<file path="config.mk">
export PLATFORM = sky130hd
export DESIGN_NAME = rv32i_instruction_decoder
export DESIGN_NICKNAME = d
export VERILOG_FILES = /design/src/rvdec_pkg.sv /design/src/rv32i_instruction_decoder.sv /design/src/rvdec_decode.sv
export SDC_FILE = /design/constraint.sdc
export NUM_CORES = 1
export LEC_CHECK = 0
export BUFFER_PORTS_ARGS = -buffer_cell sky130_fd_sc_hd__buf_2
export CORE_AREA = 4 4 113 115
export DETAILED_ROUTE_END_ITERATION = 16
export DIE_AREA = 0 0 117 119
export PLACE_DENSITY = 0.78
export SYNTH_ARGS = -nofsm -noshare
export SYNTH_HDL_FRONTEND = slang
export SYNTH_SLANG_ARGS = --single-unit
</file>
<file path="constraint.sdc">
create_clock -name clk -period 3.6 [get_ports clk]
set_clock_uncertainty 0.2 [all_clocks]
set_input_delay 0.18 -clock clk [delete_from_list [all_inputs] [get_ports clk]]
set_output_delay 0.18 -clock clk [all_outputs]
set_load 0.01 [all_outputs]
</file>
<file path="src/rvdec_pkg.sv">
// rvdec_pkg: beat types, opcode and operation codes for the RV32I decoder.
// No dependencies; imported by rvdec_decode, rv32i_instruction_decoder and the testbench.
`timescale 1ns / 1ps

package rvdec_pkg;

  // Input beat: one instruction word and its address
  typedef struct packed {
    logic [31:0] instr_word;
    logic [31:0] instr_address;
  } in_beat_t;

  // Result beat
  typedef struct packed {
    logic [5:0]  op;
    logic [4:0]  dest_reg;
    logic [4:0]  src1_reg;
    logic [4:0]  src2_reg;
    logic [31:0] immediate;
    logic [4:0]  shift_amount;
    logic [31:0] address_out;
  } out_beat_t;

  localparam logic [31:0] HALT_WORD = 32'h0ff0_0513;

  // Major opcodes, bits 6:0
  localparam logic [6:0] OPC_LUI    = 7'h37;
  localparam logic [6:0] OPC_AUIPC  = 7'h17;
  localparam logic [6:0] OPC_JAL    = 7'h6F;
  localparam logic [6:0] OPC_JALR   = 7'h67;
  localparam logic [6:0] OPC_BRANCH = 7'h63;
  localparam logic [6:0] OPC_LOAD   = 7'h03;
  localparam logic [6:0] OPC_STORE  = 7'h23;
  localparam logic [6:0] OPC_OP_IMM = 7'h13;
  localparam logic [6:0] OPC_OP     = 7'h33;

  // funct3 codes
  localparam logic [2:0] F3_0 = 3'd0;
  localparam logic [2:0] F3_1 = 3'd1;
  localparam logic [2:0] F3_2 = 3'd2;
  localparam logic [2:0] F3_3 = 3'd3;
  localparam logic [2:0] F3_4 = 3'd4;
  localparam logic [2:0] F3_5 = 3'd5;
  localparam logic [2:0] F3_6 = 3'd6;
  localparam logic [2:0] F3_7 = 3'd7;

  // Operation numbers
  localparam logic [5:0] OP_INVALID = 6'd0;
  localparam logic [5:0] OP_LUI     = 6'd1;
  localparam logic [5:0] OP_AUIPC   = 6'd2;
  localparam logic [5:0] OP_JAL     = 6'd3;
  localparam logic [5:0] OP_JALR    = 6'd4;
  localparam logic [5:0] OP_BEQ     = 6'd5;
  localparam logic [5:0] OP_BNE     = 6'd6;
  localparam logic [5:0] OP_BLT     = 6'd7;
  localparam logic [5:0] OP_BGE     = 6'd8;
  localparam logic [5:0] OP_BLTU    = 6'd9;
  localparam logic [5:0] OP_BGEU    = 6'd10;
  localparam logic [5:0] OP_LB      = 6'd11;
  localparam logic [5:0] OP_LH      = 6'd12;
  localparam logic [5:0] OP_LW      = 6'd13;
  localparam logic [5:0] OP_LBU     = 6'd14;
  localparam logic [5:0] OP_LHU     = 6'd15;
  localparam logic [5:0] OP_SB      = 6'd16;
  localparam logic [5:0] OP_SH      = 6'd17;
  localparam logic [5:0] OP_SW      = 6'd18;
  localparam logic [5:0] OP_ADDI    = 6'd19;
  localparam logic [5:0] OP_SLTI    = 6'd20;
  localparam logic [5:0] OP_SLTIU   = 6'd21;
  localparam logic [5:0] OP_XORI    = 6'd22;
  localparam logic [5:0] OP_ORI     = 6'd23;
  localparam logic [5:0] OP_ANDI    = 6'd24;
  localparam logic [5:0] OP_SLLI    = 6'd25;
  localparam logic [5:0] OP_SRLI    = 6'd26;
  localparam logic [5:0] OP_SRAI    = 6'd27;
  localparam logic [5:0] OP_ADD     = 6'd28;
  localparam logic [5:0] OP_SUB     = 6'd29;
  localparam logic [5:0] OP_SLL     = 6'd30;
  localparam logic [5:0] OP_SLT     = 6'd31;
  localparam logic [5:0] OP_SLTU    = 6'd32;
  localparam logic [5:0] OP_XOR     = 6'd33;
  localparam logic [5:0] OP_SRL     = 6'd34;
  localparam logic [5:0] OP_SRA     = 6'd35;
  localparam logic [5:0] OP_OR      = 6'd36;
  localparam logic [5:0] OP_AND     = 6'd37;
  localparam logic [5:0] OP_HALT    = 6'd38;

endpackage

</file>
<file path="src/rv32i_instruction_decoder.sv">
// rv32i_instruction_decoder: top level, input register, decode, result register.
// Depends on rvdec_pkg and rvdec_decode.
`timescale 1ns / 1ps

// Channel   Ports                         Handshake
// input     start, busy, in_payload       beat taken when start & !busy
// result    out_valid, out_payload        one-cycle strobe, always taken
//
// Every beat passes from start to out_valid through the input register, then
// through the decoder into the result register.
// A new beat is accepted every cycle; busy is held low, nothing stalls.
// The receiver cannot hold results off, so none is ever needed.
// rst_n (synchronous, active low) clears both valid flags; payload
// registers are not reset.

module rv32i_instruction_decoder
  import rvdec_pkg::*;
(
  input  logic      clk,
  input  logic      rst_n,
  input  logic      start,
  output logic      busy,
  input  in_beat_t  in_payload,
  output logic      out_valid,
  output out_beat_t out_payload
);

  // input stage
  logic      in_vld_r;
  in_beat_t  in_beat_r;
  // decoder output
  out_beat_t dec_nxt;
  // result stage
  logic      out_vld_r;
  out_beat_t out_beat_r;

  // pipeline never backs up
  assign busy = 1'b0;

  always_ff @(posedge clk) begin
    if (!rst_n) begin
      in_vld_r <= 1'b0;
    end else begin
      in_vld_r <= start & ~busy;
    end
  end

  always_ff @(posedge clk) begin
    if (start & ~busy) begin
      in_beat_r <= in_payload;
    end
  end

  rvdec_decode u_decode (
    .beat_i (in_beat_r),
    .beat_o (dec_nxt)
  );

  always_ff @(posedge clk) begin
    if (!rst_n) begin
      out_vld_r <= 1'b0;
    end else begin
      out_vld_r <= in_vld_r;
    end
  end

  always_ff @(posedge clk) begin
    if (in_vld_r) begin
      out_beat_r <= dec_nxt;
    end
  end

  assign out_valid   = out_vld_r;
  assign out_payload = out_beat_r;

endmodule

</file>
<file path="src/rvdec_decode.sv">
// rvdec_decode: combinational decode of one RV32I word into a result beat.
// Depends on rvdec_pkg.
`timescale 1ns / 1ps

module rvdec_decode
  import rvdec_pkg::*;
(
  input  in_beat_t  beat_i,
  output out_beat_t beat_o
);

  logic [31:0] w;
  logic [2:0]  f3;
  logic        alt;
  logic [31:0] imm_i, imm_s, imm_b, imm_j, imm_u;
  logic [5:0]  op;
  logic [31:0] imm;
  logic [4:0]  sh;

  assign w   = beat_i.instr_word;
  assign f3  = w[14:12];
  assign alt = w[30];

  assign imm_i = {{20{w[31]}}, w[31:20]};
  assign imm_s = {{20{w[31]}}, w[31:25], w[11:7]};
  assign imm_b = {{19{w[31]}}, w[31], w[7], w[30:25], w[11:8], 1'b0};
  assign imm_j = {{11{w[31]}}, w[31], w[19:12], w[20], w[30:21], 1'b0};
  // upper 20 bits kept unshifted, sign-extended from bit 19
  assign imm_u = {{12{w[31]}}, w[31:12]};

  always_comb begin
    op  = OP_INVALID;
    imm = '0;
    sh  = '0;
    unique case (w[6:0])
      OPC_LUI: begin
        op  = OP_LUI;
        imm = imm_u;
      end
      OPC_AUIPC: begin
        op  = OP_AUIPC;
        imm = imm_u;
      end
      OPC_JAL: begin
        op  = OP_JAL;
        imm = imm_j;
      end
      OPC_JALR: begin
        op  = OP_JALR;
        imm = imm_i;
      end
      OPC_BRANCH: begin
        imm = imm_b;
        unique case (f3)
          F3_0:    op = OP_BEQ;
          F3_1:    op = OP_BNE;
          F3_4:    op = OP_BLT;
          F3_5:    op = OP_BGE;
          F3_6:    op = OP_BLTU;
          F3_7:    op = OP_BGEU;
          default: op = OP_INVALID;
        endcase
      end
      OPC_LOAD: begin
        imm = imm_i;
        unique case (f3)
          F3_0:    op = OP_LB;
          F3_1:    op = OP_LH;
          F3_2:    op = OP_LW;
          F3_4:    op = OP_LBU;
          F3_5:    op = OP_LHU;
          default: op = OP_INVALID;
        endcase
      end
      OPC_STORE: begin
        imm = imm_s;
        unique case (f3)
          F3_0:    op = OP_SB;
          F3_1:    op = OP_SH;
          F3_2:    op = OP_SW;
          default: op = OP_INVALID;
        endcase
      end
      OPC_OP_IMM: begin
        imm = imm_i;
        sh  = w[24:20];
        unique case (f3)
          F3_0: op = OP_ADDI;
          F3_1: op = OP_SLLI;
          F3_2: op = OP_SLTI;
          F3_3: op = OP_SLTIU;
          F3_4: op = OP_XORI;
          F3_5: op = alt ? OP_SRAI : OP_SRLI;
          F3_6: op = OP_ORI;
          F3_7: op = OP_ANDI;
          default: op = OP_INVALID;
        endcase
      end
      OPC_OP: begin
        unique case (f3)
          F3_0: op = alt ? OP_SUB : OP_ADD;
          F3_1: op = OP_SLL;
          F3_2: op = OP_SLT;
          F3_3: op = OP_SLTU;
          F3_4: op = OP_XOR;
          F3_5: op = alt ? OP_SRA : OP_SRL;
          F3_6: op = OP_OR;
          F3_7: op = OP_AND;
          default: op = OP_INVALID;
        endcase
      end
      default: op = OP_INVALID;
    endcase

    beat_o.address_out = beat_i.instr_address;
    if (w == HALT_WORD) begin
      beat_o.op           = OP_HALT;
      beat_o.dest_reg     = '0;
      beat_o.src1_reg     = '0;
      beat_o.src2_reg     = '0;
      beat_o.immediate    = '0;
      beat_o.shift_amount = '0;
    end else begin
      beat_o.op           = op;
      beat_o.dest_reg     = w[11:7];
      beat_o.src1_reg     = w[19:15];
      beat_o.src2_reg     = w[24:20];
      // invalid encodings keep the register fields, drop imm and shamt
      beat_o.immediate    = (op == OP_INVALID) ? '0 : imm;
      beat_o.shift_amount = (op == OP_INVALID) ? '0 : sh;
    end
  end

endmodule

</file>
# Word level (Yosys, flattened, before mapping)
# Index checks and enable logic that the tools add are counted.
# word_totals
ff_bits,156
elab_cells,45
out_inout_bits,92
# op_classes
n_bitwise,1
n_eq_ne,17
n_mux,10
n_reduce_logical,6
# op_table
operator,n
$pmux W32 S5,1
$pmux W6 S8,2
$pmux W6 S9,1
$eq A32 B28 Y1 const B,1
$pmux W4 S6,1
$eq A7 B6 Y1 const B,3
$eq A7 B7 Y1 const B,3
$pmux W4 S5,1
$pmux W5 S3,1
$eq A7 B5 Y1 const B,2
$eq A3 B3 Y1 const B,4
$eq A7 B2 Y1 const B,1
$eq A3 B2 Y1 const B,2
$logic_not A6 Y1,1
$reduce_or A3 Y1,2
$reduce_or A2 Y1,2
$eq A3 B1 Y1 const B,1
$logic_not A3 Y1,1
$mux W1,3
$not A1 Y1,1

# Logic depth before layout (Yosys ltp)
# depth
depth_word,5
mapped_depth,8

# Modules after synthesis
# Synthesis repeated with hierarchy kept, for this count alone.
# hier_totals
hier_cells,417
hier_area_um2,6358.6
# modules_own_cells
mod,area_per_inst_um2,seq_area_each_um2,instances,cells_each
rv32i_instruction_decoder,4688.2,4664.5,1,160
rvdec_decode,1670.4,0.0,1,257

# Least setup slack after synthesis
# OpenSTA, ideal clock, no wires.
# synth_timing
path_kind,reg2reg
from,register in_vld_r
to,"register out_beat_r, in the netlist out_payload[0], enable pin"
stages_incl_launch_ff,1
path_slack_ns,0.947
arrival_time_ns,2.009
synth_period_minus_slack_ns,2.653
path_cell_list,dfxtp_1
# synth_lines
item,line,rtl
"start, declared",rv32i_instruction_decoder.sv:29,logic in_vld_r;
"start signal, assigned",rv32i_instruction_decoder.sv:44,in_vld_r <= start & ~busy;
"end signal, assigned",rv32i_instruction_decoder.sv:69,out_beat_r <= dec_nxt;
"end, declared",rv32i_instruction_decoder.sv:35,out_beat_t out_beat_r;
# No word-level cell between the ends.

# Worst setup path in the final report
# layout_timing
from,register in_beat_r[46] in the netlist's numbering
to,"register out_beat_r, in the netlist out_payload[35], data pin"
# layout_via
elab_chain_cells,5
word_cells_on_any_way,17
cone_classes,8 x eq/ne; 6 x mux; 3 x reduce/logical
# layout_lines
item,line,rtl
"start, declared",rv32i_instruction_decoder.sv:30,in_beat_t in_beat_r;
"start signal, assigned",rv32i_instruction_decoder.sv:50,in_beat_r <= in_payload;
$eq A3 B3 Y1 (tied with other cells),"rvdec_decode.sv:54, rvdec_decode.sv:87, rvdec_decode.sv:100",
$pmux W6 S8 (tied with other cells),rvdec_decode.sv:100,unique case (f3)
$pmux W6 S9,rvdec_decode.sv:35,unique case (w[6:0])
$logic_not A6 Y1,rvdec_decode.sv:130,beat_o.shift_amount = (op == OP_INVALID) ? '0 : sh;
$reduce_or A3 Y1 (no line) *,--,
# Every way passes the cells marked *; elsewhere a longest branch is shown, timed or not. The select of a mux whose other input is x is not followed.
# A chain may end at the register's enable or synchronous reset.

==> flow_summary_export.csv <==
group,metric,value,unit
grt,gr-usage-met1,24.1,%
grt,grt_max_degree,81,
timing,holdWs,208,ps
floorplan,ios,159,
grt,grt_usage,19.8,%
layout,fin_nets,638,
yosys,syn_area,0.00568,mm^2
timing,fmax,360,MHz
timing,drv_slew,0,
clock_network,cts_tree,"done",
yosys,synth_xor_area_share,0,%
setup_path,critPathArrivalTime,2740,ps
layout,fillers,823,
yosys,yosys.area_share.adder,0,%
yosys,synthSimpleGateAreaFrac,11.1,%
clock_network,cts-root-buf,"clkbuf_16",
yosys,synth_warnings,0,
layout,layout-area-overhead-vs-synth,35.3,%
drt,viasPerCell,5.18,
floorplan,start_util,48.1,%
placement,dp_hpwl,8620,um
timing,hold_violations,0,
setup_path,reg2reg_depth,6,
power_and_ir_drop,clkPwrFrac,40.7,%
power_and_ir_drop,switching_share,21.9,%
placement,gp_congestion,0.918,
drt,drc,0,
setup_path,worst-setup-path-type,"reg2reg",
timing,fin_tns_setup,0,ps
yosys,synth_nets,428,
layout,final_cell_area,0.00768,mm^2
yosys,synth_compound_area_share,8.26,%
power_and_ir_drop,ir_worst_vdd,0.407,mV
layout,n_antenna_cell,0,
grt,met3_usage,7.47,%
grt,grt_pass1_vias,3884,
status,outcome,"finished clean",
yosys,synth_edf_count,143,
yosys,synth_top_family_by_area,"simple AND/OR/NAND/NOR gates",
clock_network,post-cts-setup-buffers,0,
yosys,async_flop_share,0,%
floorplan,die_w,117,um
yosys,synth.distinct_cells,48,
setup_path,cpPeakStageDelay,620,ps
run,maxCapViolations,0,
drt,dr.pass1.iters,5,
placement,port-buffer-count,157,
hold_path,whs_path_depth,0,
timing,setup_viol,0,
yosys,synthMuxAreaShare,0,%
grt,grt_pass1_wl,20900,um
drt,drt_iter0_drc,272,
yosys,ys_seq_area_share,76.3,%
setup_path,startpoint_type,"register",
power_and_ir_drop,cellPowerDensity,526,mW/mm^2
hold_path,worstHoldPathType,"reg2reg",
floorplan,core_area,0.0118,mm^2
clock_network,clk_latency,410,ps
layout,fin_util,65.1,%
placement,placed_cells,633,
clock_network,htreeDepth,4,
drt,antenna_left,0,
timing,relSlewSlack,31.9,%
power_and_ir_drop,p_comb_share,7.7,%
clock_network,cts_buffer_depth,2,
grt,grt_busiest_layer,"met2",
power_and_ir_drop,power.internal,3.16,mW
setup_path,endpoint_kind,"register",
drt,wirelength,13300,um
yosys,synthFlopType,"edfxtp_1",
timing,tightestPinTransition,1020,ps
clock_network,cts.sinks,145,
floorplan,placementRows,40,
timing,fin_crit_sh,77.1,%
timing,fin_crit,2770,ps
placement,post_dp_cell_area,0.00647,mm^2
grt,grt_antenna_before_repair,0,
setup_path,critPathSlowestCell,"edfxtp_1",
layout,drive_gt1_share,35.8,%
floorplan,die-area,0.0139,mm^2
yosys,syn_area_per_cell,15.7,um^2
setup_path,path_cells,"or2_1 > nor3b_1 > nand4_1 > nor3_2 > nor2_1 > and2_1",
timing,rsz0062_at_grt,"no",
clock_network,clkTransAtPathRegs,60,ps
grt,grt-ovfl-total,0,
yosys,ys_ff_latch,145,
layout,final_cell_count_no_fill,731,
yosys,syn_inst,361,
floorplan,die_y,119,um
drt,routedWlPerCell,18.2,um
grt,grt_use_met2,33.3,%
power_and_ir_drop,switchingPower,0.888,mW
power_and_ir_drop,pwr-share-seq,51.7,%
power_and_ir_drop,leakagePower,2.81,nW
setup_path,critPathMaxFanout,17,
clock_network,numCtsBuffers,17,
drt,vias,3787,
setup_path,worstPathRequired,3570,ps
## cells in the mapped netlist, types with 2 or more instances
cell type	n	area [um^2]
nand4_1	2	12.5
or2_1	2	12.5
buf_6	3	33.8
nand3b_1	3	22.5
edfxtp_1	143	4290
nor2_1	14	52.6
nor3_1	8	40.0
nor3_2	8	80.1
o21ai_2	3	26.3
o211ai_1	5	37.5
and2_1	9	56.3
a31oi_1	8	50.1
nor2b_1	13	81.3
o21ai_0	12	60.1
buf_4	14	105
a22oi_1	8	60.1
a21oi_1	12	60.1
o2bb2ai_1	2	17.5
a222oi_1	4	40.0
dfxtp_1	2	40.0
a21o_1	2	15.0
nand3_1	6	30.0
nand2_1	27	101
inv_1	4	15.0
nand2b_1	5	31.3
buf_2	9	45.0
clkbuf_1	11	41.3
a32oi_1	2	17.5
## metal layers
layer  up-vias  wire [um]
met4         0        210
met1      1783       5060
met5         -          0
li1       1786          -
met2       200       6860
met3        18       1200
## cells by family after synthesis
| family | Yosys count |
|---|---|
| DFF | 145 |
| and+or+nand+nor | 107 |
| buffers and inverters | 41 |
| other | 1 |
| AOI/OAI and AO/OA | 67 |
## final timing paths
| path | start | to | slack, ps |
|---|---|---|---|
| worst min register to register | in_beat_r[31]$_DFFE_PP_ | out_payload[31]$_DFFE_PP_ | 210 |
| worst min-delay path | in_beat_r[31]$_DFFE_PP_ | out_payload[31]$_DFFE_PP_ | 210 |
| worst max-delay path | in_beat_r[46]$_DFFE_PP_ | out_payload[35]$_SDFFCE_PP0P_ | 830 |
| worst max register to register | in_beat_r[46]$_DFFE_PP_ | out_payload[35]$_SDFFCE_PP0P_ | 830 |
## per-stage QoR
stage	total power, mW	worst slack (ps)
after floorplan	2.24	947
after global placement	2.37	941
after detailed placement	2.37	842
after CTS	4.06	834
after global routing	4.20	629
final	4.05	826
## registers in the layout, indices dropped and copies added, names as in the netlist
signal	count
out_payload	79
in_beat_r	64
in_vld_r	1
out_valid	1
## cell usage in the layout (no fill, tap or decap), types with 3 or more instances in the layout
master / Yosys / layout
buf_2: 9 / 157
edfxtp_1: 143 / 143
dlygate4sd3_1: 0 / 66
nand2_1: 27 / 27
clkbuf_16: 0 / 17
nor2_1: 14 / 14
nor2b_1: 13 / 13
a21oi_1: 12 / 12
o21ai_0: 12 / 12
nor3_2: 8 / 9
and2_1: 9 / 9
a22oi_1: 8 / 8
a31oi_1: 8 / 8
nor3_1: 8 / 7
nand3_1: 6 / 6
nand2b_1: 5 / 5
o211ai_1: 5 / 5
buf_4: 14 / 5
inv_1: 4 / 4
a222oi_1: 4 / 4
clkinv_2: 0 / 4
nand3b_1: 3 / 3
o21ai_2: 3 / 3
clkbuf_1: 11 / 3
clkinv_1: 0 / 3
## power groups by stage
stage	Combinational, mW	Clock, mW	Sequential [mW]
2_1_floorplan	0.122	0	2.11
3_3_place_gp	0.251	0	2.12
3_5_place_dp	0.252	0	2.12
4_1_cts	0.308	1.67	2.09
5_1_grt	0.338	1.75	2.11
6_report	0.311	1.64	2.09
## critical path: cells and delay by family (launching register included)
family / cells / cell delay, ps
flip-flops: 1 / 620
AND/OR/NAND/NOR: 6 / 1720
## final cells by class
class | instances | area (um^2) | area share [%]
Multi-Input combinational cell | 175 | 1110 | 14.5
Clock buffer | 20 | 437 | 5.68
Inverter | 4 | 15.0 | 0.195
Clock inverter | 12 | 116 | 1.51
Tap cell | 147 | 184 | 2.39
Timing Repair Buffer | 228 | 1480 | 19.3
Sequential cell | 145 | 4340 | 56.4
## repair_timing
item,4_1_cts,5_1_grt
hold buffers,66,0
gates resized for setup,0,0
endpoints found under the setup margin,0,0
endpoints found under the hold margin,81,0
Note: power is estimated with default switching activity, not from simulation.
